===== config.mk =====
export PLATFORM = sky130hd
export DESIGN_NAME = quantized_detection_cell_decode
export DESIGN_NICKNAME = d
export VERILOG_FILES = /design/src/hdl/qdcd_pkg.sv /design/src/hdl/quantized_detection_cell_decode.sv /design/src/hdl/qdcd_cell_track.sv /design/src/hdl/qdcd_mul_unit.sv
export SDC_FILE = /design/constraint.sdc
export NUM_CORES = 2
export LEC_CHECK = 0
export ABC_CLOCK_PERIOD_IN_PS = 8800
export BUFFER_PORTS_ARGS = -buffer_cell sky130_fd_sc_hd__buf_2
export CAP_MARGIN = 15
export CORE_MARGIN = 1.5
export CORE_UTILIZATION = 30
export DETAILED_ROUTE_END_ITERATION = 16
export PLACE_DENSITY = 0.53
export SYNTH_ARGS = -nofsm -noshare
export SYNTH_HDL_FRONTEND = slang
export SYNTH_SLANG_ARGS = --single-unit

===== constraint.sdc =====
create_clock -name clk -period 8.8 [get_ports clk]
set_input_delay 1.76 -clock clk [delete_from_list [all_inputs] [get_ports clk]]
set_output_delay 1.76 -clock clk [all_outputs]
set_load 0.01 [all_outputs]

===== src/hdl/qdcd_pkg.sv =====
// Shared types, codes and helpers for the int8 detection-cell decoder.
// No dependencies; imported by every qdcd module and the top level.
`timescale 1ns / 1ps
`default_nettype none

package qdcd_pkg;

	localparam int Q_W    = 8;
	localparam int BIDX_W = 10;
	localparam int A_W    = 26;
	localparam int B_W    = 17;
	localparam int PROD_W = 43;
	localparam int BOX_W  = 20;
	localparam int PROB_W = 25;
	localparam int IN_W   = 24;
	localparam int OUT_W  = 120;
	localparam int CFG_W  = 16;

	typedef enum logic [1:0] {
		ACT_SUM   = 2'd0,
		ACT_CLASS = 2'd1,
		ACT_BOX   = 2'd2,
		ACT_NOP   = 2'd3
	} act_t;

	typedef enum logic [2:0] {
		REG_CLASS_THR  = 3'd0,
		REG_SUM_THR    = 3'd1,
		REG_SUM_GATE   = 3'd2,
		REG_SCORE_ZP   = 3'd3,
		REG_SCORE_SCL  = 3'd4,
		REG_BOX_ZP     = 3'd5,
		REG_BOX_SCL    = 3'd6,
		REG_STRIDE     = 3'd7
	} cfg_idx_t;

	typedef enum logic [3:0] {
		OP_D0 = 4'd0,
		OP_D1 = 4'd1,
		OP_D2 = 4'd2,
		OP_D3 = 4'd3,
		OP_X  = 4'd4,
		OP_Y  = 4'd5,
		OP_W  = 4'd6,
		OP_H  = 4'd7,
		OP_P  = 4'd8
	} op_t;

	typedef enum logic [1:0] {
		ST_IDLE = 2'd0,
		ST_RUN  = 2'd1,
		ST_WB   = 2'd2,
		ST_DONE = 2'd3
	} seq_state_t;

	typedef struct packed {
		logic signed [7:0] class_thr;
		logic signed [7:0] sum_thr;
		logic              sum_gate;
		logic signed [7:0] score_zero;
		logic [15:0]       score_gain;
		logic signed [7:0] box_zp;
		logic [15:0]       box_gain;
		logic [7:0]        stride;
	} cfg_t;

	typedef struct packed {
		logic              go;
		logic signed [7:0] best;
		logic [BIDX_W-1:0] best_class;
		logic signed [7:0] d0;
		logic signed [7:0] d1;
		logic signed [7:0] d2;
	} trk_t;

	function automatic logic signed [8:0] sub8(input logic signed [7:0] x,
		input logic signed [7:0] y);
		return 9'(x) - 9'(y);
	endfunction

	// Q.12 -> Q.4, round half up (floor of v+128 over 256), saturate to 20 bits.
	function automatic logic signed [BOX_W-1:0] q12_to_q4(input logic signed [PROD_W-1:0] v);
		logic signed [PROD_W:0] t;
		logic signed [PROD_W-8:0] r;
		t = (PROD_W+1)'(v) + (PROD_W+1)'(signed'(128));
		r = t[PROD_W:8];
		if (r < -(PROD_W-7)'(signed'(524288)))
			return -BOX_W'(signed'(524288));
		else if (r > (PROD_W-7)'(signed'(524287)))
			return BOX_W'(signed'(524287));
		else
			return r[BOX_W-1:0];
	endfunction

endpackage

`default_nettype wire


===== src/hdl/quantized_detection_cell_decode.sv =====
// Top level: config registers, sequencer around the shared multiplier, output register.
// Depends on qdcd_pkg, qdcd_cell_track and qdcd_mul_unit.
// A result is loaded into the output register after the RUN, WB and DONE states that follow the fourth box distance.
// Throughput: one input transaction per cycle, except that an emitting cell holds
// s_tready low through the RUN, WB and DONE states while nine multiplies share one
// multiplier, and stays in DONE while the previous result still waits for m_tready.
// Reset: arst_n clears config to defaults, cell state, sequencer and m_tvalid.
`timescale 1ns / 1ps
`default_nettype none

module quantized_detection_cell_decode
	import qdcd_pkg::*;
#(
	parameter int NUM_CLASSES = 80
) (
	input  wire logic              clk,
	input  wire logic              arst_n,
	input  wire logic              s_tvalid,
	output logic                   s_tready,
	input  wire logic [IN_W-1:0]   s_tdata,  // quant_value, cell_row, cell_col
	input  wire logic [1:0]        s_tuser,  // action
	output logic                   m_tvalid,
	input  wire logic              m_tready,
	output logic [OUT_W-1:0]       m_tdata,  // left_q4, top_q4, width_q4, height_q4,
	                                         // probability_q16, class_index, zero pad
	input  wire logic              cfg_we,
	input  wire logic [2:0]        cfg_index,
	input  wire logic [CFG_W-1:0]  cfg_data
);

	cfg_t cfg_q;

	always_ff @(posedge clk or negedge arst_n) begin
		if (!arst_n) begin
			cfg_q.class_thr   <= 8'sd127;
			cfg_q.sum_thr     <= -8'sd128;
			cfg_q.sum_gate    <= 1'b0;
			cfg_q.score_zero  <= 8'sd0;
			cfg_q.score_gain  <= 16'd256;
			cfg_q.box_zp      <= 8'sd0;
			cfg_q.box_gain    <= 16'd4096;
			cfg_q.stride      <= 8'd8;
		end else if (cfg_we) begin
			unique case (cfg_idx_t'(cfg_index))
				REG_CLASS_THR: cfg_q.class_thr   <= signed'(cfg_data[7:0]);
				REG_SUM_THR:   cfg_q.sum_thr     <= signed'(cfg_data[7:0]);
				REG_SUM_GATE:  cfg_q.sum_gate    <= cfg_data[0];
				REG_SCORE_ZP:  cfg_q.score_zero  <= signed'(cfg_data[7:0]);
				REG_SCORE_SCL: cfg_q.score_gain  <= cfg_data;
				REG_BOX_ZP:    cfg_q.box_zp      <= signed'(cfg_data[7:0]);
				REG_BOX_SCL:   cfg_q.box_gain    <= cfg_data;
				REG_STRIDE:    cfg_q.stride      <= cfg_data[7:0];
				default: ;
			endcase
		end
	end

	logic acc;
	trk_t trk;

	assign acc = s_tvalid && s_tready;

	qdcd_cell_track #(
		.NUM_CLASSES(NUM_CLASSES)
	) u_track (
		.clk        (clk),
		.arst_n     (arst_n),
		.acc        (acc),
		.action     (s_tuser),
		.quant_value(s_tdata[7:0]),
		.cfg        (cfg_q),
		.trk        (trk)
	);

	// cell snapshot taken on the closing distance
	logic signed [7:0]  q3_q;
	logic [7:0]         row_q;
	logic [7:0]         col_q;
	logic signed [7:0]  best_q;
	logic [BIDX_W-1:0]  cls_q;

	always_ff @(posedge clk) begin
		if (trk.go) begin
			q3_q   <= signed'(s_tdata[7:0]);
			row_q  <= s_tdata[15:8];
			col_q  <= s_tdata[23:16];
			best_q <= trk.best;
			cls_q  <= trk.best_class;
		end
	end

	seq_state_t state_q, state_d;
	op_t        step_q;
	logic       issue;
	logic       out_free;
	logic       load_out;

	assign out_free = !m_tvalid || m_tready;

	always_ff @(posedge clk or negedge arst_n) begin
		if (!arst_n) begin
			state_q <= ST_IDLE;
			step_q  <= OP_D0;
		end else begin
			state_q <= state_d;
			if (trk.go)
				step_q <= OP_D0;
			else if (issue)
				step_q <= op_t'(step_q + 4'd1);
		end
	end

	always_comb begin
		state_d  = state_q;
		issue    = 1'b0;
		load_out = 1'b0;
		s_tready = 1'b0;
		unique case (state_q)
			ST_IDLE: begin
				s_tready = 1'b1;
				if (trk.go)
					state_d = ST_RUN;
			end
			ST_RUN: begin
				issue = 1'b1;
				if (step_q == OP_P)
					state_d = ST_WB;
			end
			ST_WB: state_d = ST_DONE;
			ST_DONE: begin
				if (out_free) begin
					load_out = 1'b1;
					state_d  = ST_IDLE;
				end
			end
			default: state_d = ST_IDLE;
		endcase
	end

	// operand select for the shared multiplier
	logic signed [A_W-1:0]    d_q [4];
	logic signed [A_W-1:0]    mul_a;
	logic signed [B_W-1:0]    mul_b;
	logic signed [B_W-1:0]    box_scl;
	logic signed [B_W-1:0]    stride_b;
	logic signed [A_W-1:0]    col_base;
	logic signed [A_W-1:0]    row_base;

	assign box_scl  = signed'({1'b0, cfg_q.box_gain});
	assign stride_b = signed'({9'b0, cfg_q.stride});
	assign col_base = signed'({6'b0, col_q, 12'h800});
	assign row_base = signed'({6'b0, row_q, 12'h800});

	always_comb begin
		mul_a = '0;
		mul_b = '0;
		unique case (step_q)
			OP_D0: begin mul_a = A_W'(sub8(trk.d0, cfg_q.box_zp)); mul_b = box_scl; end
			OP_D1: begin mul_a = A_W'(sub8(trk.d1, cfg_q.box_zp)); mul_b = box_scl; end
			OP_D2: begin mul_a = A_W'(sub8(trk.d2, cfg_q.box_zp)); mul_b = box_scl; end
			OP_D3: begin mul_a = A_W'(sub8(q3_q, cfg_q.box_zp));   mul_b = box_scl; end
			OP_X:  begin mul_a = col_base - d_q[0]; mul_b = stride_b; end
			OP_Y:  begin mul_a = row_base - d_q[1]; mul_b = stride_b; end
			OP_W:  begin mul_a = d_q[0] + d_q[2];   mul_b = stride_b; end
			OP_H:  begin mul_a = d_q[1] + d_q[3];   mul_b = stride_b; end
			OP_P: begin
				mul_a = A_W'(sub8(best_q, cfg_q.score_zero));
				mul_b = signed'({1'b0, cfg_q.score_gain});
			end
			default: ;
		endcase
	end

	logic                      mul_vld;
	op_t                       mul_tag;
	logic signed [PROD_W-1:0]  mul_prod;

	qdcd_mul_unit u_mul (
		.clk   (clk),
		.arst_n(arst_n),
		.issue (issue),
		.op    (step_q),
		.a     (mul_a),
		.b     (mul_b),
		.vld   (mul_vld),
		.tag   (mul_tag),
		.prod  (mul_prod)
	);

	logic signed [BOX_W-1:0]   left_q, top_q, width_q, height_q;
	logic signed [PROB_W-1:0]  prob_q;

	always_ff @(posedge clk) begin
		if (mul_vld) begin
			unique case (mul_tag)
				OP_D0: d_q[0]   <= mul_prod[A_W-1:0];
				OP_D1: d_q[1]   <= mul_prod[A_W-1:0];
				OP_D2: d_q[2]   <= mul_prod[A_W-1:0];
				OP_D3: d_q[3]   <= mul_prod[A_W-1:0];
				OP_X:  left_q   <= q12_to_q4(mul_prod);
				OP_Y:  top_q    <= q12_to_q4(mul_prod);
				OP_W:  width_q  <= q12_to_q4(mul_prod);
				OP_H:  height_q <= q12_to_q4(mul_prod);
				OP_P:  prob_q   <= mul_prod[PROB_W-1:0];
				default: ;
			endcase
		end
	end

	logic [OUT_W-1:0] out_q;

	always_ff @(posedge clk or negedge arst_n) begin
		if (!arst_n)
			m_tvalid <= 1'b0;
		else if (load_out)
			m_tvalid <= 1'b1;
		else if (m_tready)
			m_tvalid <= 1'b0;
	end

	always_ff @(posedge clk) begin
		if (load_out)
			out_q <= {5'b0, cls_q, prob_q, height_q, width_q, top_q, left_q};
	end

	assign m_tdata = out_q;

	a_done_no_pending: assert property (@(posedge clk) disable iff (!arst_n)
		state_q == ST_DONE |-> !mul_vld)
		else $error("result loaded with a product still pending");

	a_ready_idle_unit: assert property (@(posedge clk) disable iff (!arst_n)
		s_tready |-> !mul_vld)
		else $error("input taken while multiplier busy");

	a_go_starts_run: assert property (@(posedge clk) disable iff (!arst_n)
		trk.go |=> state_q == ST_RUN && step_q == OP_D0)
		else $error("emitting cell did not start the sequence");

	a_valid_from_done: assert property (@(posedge clk) disable iff (!arst_n)
		$rose(m_tvalid) |-> $past(state_q) == ST_DONE)
		else $error("result raised outside the done state");

endmodule

`default_nettype wire


===== src/hdl/qdcd_cell_track.sv =====
// Per-cell stream tracking: sum gate, running class maximum, box distance capture.
// Depends on qdcd_pkg; raises go on the closing distance of an emitting cell.
`timescale 1ns / 1ps
`default_nettype none

module qdcd_cell_track
	import qdcd_pkg::*;
#(
	parameter int NUM_CLASSES = 80
) (
	input  wire logic         clk,
	input  wire logic         arst_n,
	input  wire logic         acc,
	input  wire logic [1:0]   action,
	input  wire logic [7:0]   quant_value,
	input  wire cfg_t         cfg,
	output trk_t              trk
);

	localparam int CNT_W = $clog2(NUM_CLASSES + 1);

	logic [CNT_W-1:0]  class_cnt_q;
	logic [1:0]        box_cnt_q;
	logic signed [7:0] best_q;
	logic [BIDX_W-1:0] best_class_q;
	logic              dropped_q;
	logic              found_q;
	logic signed [7:0] dist_q [3];

	logic signed [7:0] q;
	logic signed [7:0] cur_best;
	logic              win;

	assign q        = signed'(quant_value);
	assign cur_best = (class_cnt_q == '0) ? -cfg.score_zero : best_q;
	assign win      = (q > cfg.class_thr) && (q > cur_best);

	always_ff @(posedge clk or negedge arst_n) begin
		if (!arst_n) begin
			class_cnt_q  <= '0;
			box_cnt_q    <= '0;
			best_q       <= '0;
			best_class_q <= '0;
			dropped_q    <= 1'b0;
			found_q      <= 1'b0;
		end else if (acc) begin
			unique case (act_t'(action))
				ACT_SUM: begin
					if (cfg.sum_gate) begin
						class_cnt_q  <= '0;
						box_cnt_q    <= '0;
						best_q       <= -cfg.score_zero;
						best_class_q <= '0;
						found_q      <= 1'b0;
						dropped_q    <= (q < cfg.sum_thr);
					end
				end
				ACT_CLASS: begin
					if (class_cnt_q < CNT_W'(NUM_CLASSES)) begin
						class_cnt_q <= class_cnt_q + CNT_W'(1);
						best_q      <= win ? q : cur_best;
						if (win) begin
							best_class_q <= BIDX_W'(class_cnt_q);
							found_q      <= 1'b1;
						end
					end
				end
				ACT_BOX: begin
					if (box_cnt_q != 2'd3) begin
						box_cnt_q <= box_cnt_q + 2'd1;
					end else begin
						class_cnt_q  <= '0;
						box_cnt_q    <= '0;
						best_q       <= -cfg.score_zero;
						best_class_q <= '0;
						found_q      <= 1'b0;
						dropped_q    <= 1'b0;
					end
				end
				default: ;
			endcase
		end
	end

	// distances: no reset, written before use in every cell
	always_ff @(posedge clk) begin
		if (acc && act_t'(action) == ACT_BOX && box_cnt_q != 2'd3)
			dist_q[box_cnt_q] <= q;
	end

	always_comb begin
		trk.go         = acc && act_t'(action) == ACT_BOX && box_cnt_q == 2'd3 &&
			found_q && !dropped_q;
		trk.best       = best_q;
		trk.best_class = best_class_q;
		trk.d0         = dist_q[0];
		trk.d1         = dist_q[1];
		trk.d2         = dist_q[2];
	end

endmodule

`default_nettype wire


===== src/hdl/qdcd_mul_unit.sv =====
// Shared signed multiplier with registered product and operation tag.
// Depends on qdcd_pkg; one issue per cycle, product registered in the next cycle.
`timescale 1ns / 1ps
`default_nettype none

module qdcd_mul_unit
	import qdcd_pkg::*;
(
	input  wire logic                    clk,
	input  wire logic                    arst_n,
	input  wire logic                    issue,
	input  wire op_t                     op,
	input  wire logic signed [A_W-1:0]   a,
	input  wire logic signed [B_W-1:0]   b,
	output logic                         vld,
	output op_t                          tag,
	output logic signed [PROD_W-1:0]     prod
);

	logic                      vld_q;
	op_t                       tag_q;
	logic signed [PROD_W-1:0]  prod_q;

	always_ff @(posedge clk or negedge arst_n) begin
		if (!arst_n)
			vld_q <= 1'b0;
		else
			vld_q <= issue;
	end

	// A_W + B_W == PROD_W: full signed product
	always_ff @(posedge clk) begin
		if (issue) begin
			tag_q  <= op;
			prod_q <= a * b;
		end
	end

	assign vld  = vld_q;
	assign tag  = tag_q;
	assign prod = prod_q;

endmodule

`default_nettype wire

### After elaboration in Yosys (flattened, before gate mapping)

Memory sizes are Yosys's and may differ from the RTL's.
Index checks and enable logic that the tools add are counted.

| operators by class | value |
|---|---|
| magnitude comparators | 6 |
| reduce and logical (&&, ||, !) cells | 43 |
| add/subtract/negate cells | 14 |
| multiplexer cells | 64 |
| equal/unequal tests | 37 |
| multiply operators | 1 |

Operator list:

| kind | number |
|---|---|
| 26-bit one-hot mux with 9 select lines | 1 |
| 26-bit two-way mux | 3 |
| 26-bit OR reduction | 3 |
| 26-bit adder | 2 |
| 21-bit by 26-bit subtractor with 26-bit output | 2 |
| 16-bit one-hot mux with 3 select lines | 1 |
| 8-bit by 8-bit subtractor with 9-bit output | 5 |
| 43-bit by 9-bit adder with 44-bit output, second input constant | 1 |
| 26-bit by 17-bit multiplier with 43-bit output | 1 |
| 10-bit two-way mux | 4 |
| 20-bit two-way mux | 2 |
| 8-bit two-way mux | 5 |
| 36-bit by 20-bit > comparator with 1-bit output, second input constant | 1 |
| 36-bit by 20-bit < comparator with 1-bit output, second input constant | 1 |
| 4-bit by 3-bit equality test with 1-bit output, second input constant | 8 |
| 10-bit one-hot mux with 3 select lines | 1 |
| 1-bit two-way mux | 28 |
| 2-bit AND reduction | 13 |
| 8-bit one-hot mux with 3 select lines | 1 |
| 7-bit two-way mux | 3 |
| 7-bit one-hot mux with 3 select lines | 1 |
| 4-bit by 2-bit equality test with 1-bit output, second input constant | 4 |
| 8-bit > comparator | 2 |
| 2-bit two-way mux | 8 |
| 34 further kinds | 64 |

| storage, ports and cells | value |
|---|---|
| logic and storage cells | 198 |
| memories | 2 |
| memory bits (writable) | 128 |
| register bits after elaboration | 419 |

Memories:

| memory | depth | width | read ports | clocked after Yosys merged registers in | write ports | line | RTL |
|---|---|---|---|---|---|---|---|
| d_q | 4 | 26 | 4 | 0 | 1 | quantized_detection_cell_decode.sv:141 | `logic signed [A_W-1:0] d_q [4];` |
| u_track.dist_q | 3 | 8 | 3 | 0 | 1 | qdcd_cell_track.sv:28 | `logic signed [7:0] dist_q [3];` |

### Depth between registers and ports, before layout

| depth | value |
|---|---|
| word-level depth | 9 |
| gate-level depth with buffers | 39 |

### Hierarchy

Synthesis repeated with hierarchy kept, for this count alone.

| second synthesis, totals | value |
|---|---|
| cells, all modules | 3735 |
| area total of the unflattened synthesis | 41665.0 µm² |

Modules (own cells, without submodules):

| module | cells each | times used | area an instance (µm²) |
|---|---|---|---|
| quantized_detection_cell_decode | 1682 | 1 | 21727.1 |
| qdcd_mul_unit | 1762 | 1 | 16922.5 |
| qdcd_cell_track | 291 | 1 | 3015.4 |

### Worst setup path after synthesis

Ideal clock, no wire load.

| path | value |
|---|---|
| path type | flip-flop to flip-flop |
| from | memory d_q[1][0] |
| to | register u_mul.prod_q[39] (netlist: u_mul.prod[39]) (data pin) |
| stages on the path, launching flop included | 32 |
| path buffers | 1 |
| required time | 8.541 ns |
| setup slack | -0.095 ns |
| data arrival time | 8.636 ns |
| cells stage by stage | edfxtp_1 > ha_1 > inv_1 > fa_1 > nand2b_1 > a21oi_1 > o211ai_1 > a211oi_1 > o22ai_1 > o41ai_1 > xor2_1 > a2111oi_4 > buf_2 > nor2_1 > fa_1 > fa_1 > fa_1 > fa_1 > fa_1 > inv_1 > fa_1 > inv_1 > ha_1 > o21ai_0 > nor3_1 > a2111oi_0 > or3b_2 > nand3_1 > nand3_1 > a31o_2 > a21oi_1 > xnor2_1 |

RTL lines:

| element | line | RTL |
|---|---|---|
| start: declaration | quantized_detection_cell_decode.sv:141 |  |
| end signal: assignment | qdcd_mul_unit.sv:35 | `prod_q <= a * b;` |
| end: declaration | qdcd_mul_unit.sv:22 | `logic signed [PROD_W-1:0] prod_q;` |

==> summary.txt <==
global route total overflow -> 0
ranking of synthesized cells by area -> edfxtp_1 (31%), fa_1 (20%), ha_1 (7.6%), dfrtp_1 (5.8%), inv_1 (5.4%)
via count -> 30.0k
core area -> 136000 um^2
I/O pins -> 172
dominant synthesized flop cell -> edfxtp_1
CP max stage delay -> 0.56 ns
Slew Viols, Final -> 0
final wirelength -> 121000 um
post-route clock period utilization -> 100%
Mapped Avg Cell Area -> 10.8 um^2
clock-pin slew on the worst setup and hold paths -> 0.07 ns
maxcap violations -> 0
first-pass detailed-route iteration total -> 5
# hold bufs at CTS -> 0
RSZ-0062 raised after global routing -> true
final worst slack -> -0.00474 ns
Starting Density -> 30.3%
placed cell count -> 6121
Synth Warn # -> 0
number of nets in the layout -> 5168
CTS tree -> built
full die area -> 140000 um^2
initial antenna violation count -> 8
DRT iter0 DRCs -> 1857
critical path type -> reg2reg
failing checks -> negative setup slack
#FFs+latches synth -> 538
commonest cells after routing, fill and taps aside -> inv_1 (580), buf_4 (485), edfxtp_1 (431)
Post-Syn Area -> 41300 um^2
Setup Total Neg Slack -> -0.00474 ns
CTS Sinks -> 538
fraction of layout cells with a size suffix above 1 -> 24.8%
number of remaining DRC errors -> 0
crit path DAT -> 9.25 ns
WL per Instance -> 19.2 um
Hold/Removal Path Class -> reg2reg
Hold Vio Cnt, Final -> 0
Post-synth EDFFs -> 431
Async S/R FF share, synth -> 19.9%
worst clock skew -> 0.0408 ns
Clock Tree Root -> clkbuf_16
row count -> 135
Chip Height -> 374 um
most common cell after layout, fill and taps aside -> inv_1
Setup-failing EPs final -> 1
Worst EP required -> 9.24 ns
CP endpoint kind -> flip-flop
Place WS -> -0.967 ns
fillcell total -> 13.3k
first-pass GRT wire length -> 185000 um
Fmax -> 114 MHz
IO buf count -> 163
Placed Area -> 47600 um^2
global-route total usage across every layer -> 17.2%
Die Wd -> 374 um
post-synth top area cell -> edfxtp_1
CTS max path bufs -> 3
Cells after Synth -> 3812
crit path max fanout -> 11
cell mode on critical path -> fa_1
largest net degree at the start of global routing -> 73
Max-slew headroom -> 32.5%
min Tclk post-route -> 8.80 ns
worst slew pin tran -> 1.01 ns
CTS H-tree depth -> 2
register area share after synthesis -> 37.9%
outcome -> complete, but fails checks
final std cells w/o fill -> 6289
Antenna Nets Post-Route -> 0
top cell type's share of synthesized area -> 31.4%
TritonCTS buffer count -> 60
Area growth syn-to-layout -> 25.0%
DP HPWL -> 94000 um
synth unique cells -> 90
CP Launch Type -> flip-flop
Worst-Skew Late Latency -> 0.69 ns
CP max-delay cell -> fa_1
design area -> 51600 um^2
GPL Wtd Cong -> 0.911
vias per cell -> 4.77
vias in the first global route -> 31.4k
layer usage:
| metal | GRT usage, % | vias up | routed length, um |
|---|---|---|---|
| li1 | - | 14100 | - |
| met1 | 22.6 | 15000 | 53500 |
| met2 | 29.3 | 678 | 58000 |
| met3 | 2.43 | 169 | 5710 |
| met4 | 4.77 | 2 | 3370 |
| met5 | 0 | - | 12 |
kinds of logic (layout without fill, tap and decap cells):
logic type / Yosys count / after routing / synth area share, %
and+or+nand+nor: 1048 / 1049 / 12.4
buffers and inverters: 715 / 1399 / 6.77
adders and majority gates: 664 / 664 / 27.6
AOI/OAI and AO/OA: 605 / 605 / 9.72
DFF: 538 / 538 / 37.9
xor gates and xnor gates: 162 / 162 / 3.44
muxes: 79 / 79 / 2.11
other: 1 / 12 / 0.00909
per-stage QoR:
step	util [%]	hold slack [ns]
floorplan	-	0.400
global placement	35.0	0.401
detailed placement	35.0	0.405
CTS	37.4	0.415
global route	37.9	0.421
finish	37.9	0.413
repair_timing:
| item | in CTS | in global routing |
|---|---|---|
| pin swaps | 96 | 81 |
| setup endpoints to repair | 22 | 23 |
| cloned | 7 | 0 |
| buffers inserted | 32 | 15 |
| gates resized for setup | 146 | 142 |
| hold endpoints to repair | 0 | 0 |
layout make-up:
class	count	area [um^2]	share of cell area, %
diodes	4	10.0	0.0194
clock buffers	69	1540	2.98
clock inverters	43	544	1.06
inverters	597	2240	4.35
multi-input cells	2567	24100	46.8
flip-flops and latches	538	15600	30.3
well taps	1781	2230	4.32
repair buffers	690	5220	10.1
state kept, by name (all words and copies together) (netlist names), 7 cells and up:
signal and cells:
m_tdata 112, d_q 104, cfg_q 57, u_mul.prod 43, prob_q 25, u_track.dist_q 24, height_q 20, left_q 20
top_q 20, width_q 20, box_scl 16, best_q 8, col_q 8, q3_q 8, row_q 8, u_track.best_q 8
cls_q 7, u_track.best_class_q 7, u_track.class_cnt_q 7
worst paths after layout:
kind                       startpoint             end  slack, ns  depth (start not counted)
setup / recovery            d_q[0][4]  u_mul.prod[38]     -0.005                         34
hold / removal               top_q[0]     m_tdata[20]       0.41                          0
setup reg to reg            d_q[0][4]  u_mul.prod[38]     -0.005                         34
hold reg to reg              top_q[0]     m_tdata[20]       0.41                          0
max in group asynchronous      arst_n       cfg_q[24]       6.34                          2
min in group asynchronous      arst_n     box_scl[11]       1.14                          1
critical path, delay by kind of cell, from the launching register on:
| family | cells | cell delay (ns) |
|---|---|---|
| fa+ha+maj | 8 | 3.92 |
| compound gates | 10 | 2.19 |
| buf+inv | 8 | 0.90 |
| simple gates | 6 | 0.88 |
| flops | 1 | 0.46 |
| xor+xnor | 1 | 0.11 |
| mux | 1 | 0.10 |
cell usage after synthesis (all sizes together), types with 6 or more instances:
master,instances
inv,597
edfxtp,431
fa,412
nand2,303
nor2,264
ha,252
o21ai,145
a21oi,133
xnor2,104
nand2b,97
dfrtp,96
clkbuf,85
mux2,63
nand3,61
and2,60
nor3,59
xor2,58
a21o,47
nor2b,38
nand4,34
buf,33
or2,33
o21a,27
o21bai,23
a31oi,22
o211ai,22
a22oi,21
o22ai,20
nor4,18
a211oi,16
mux2i,16
or3,16
a22o,15
o31ai,15
and3,14
nor3b,14
a2111oi,11
a21boi,11
dfstp,11
nand3b,10
o221ai,9
and4,8
o31a,6
o41ai,6
or4,6
Power is not shown: default switching activity piles up to over one toggle a cycle in this logic, so the estimate is an artifact.
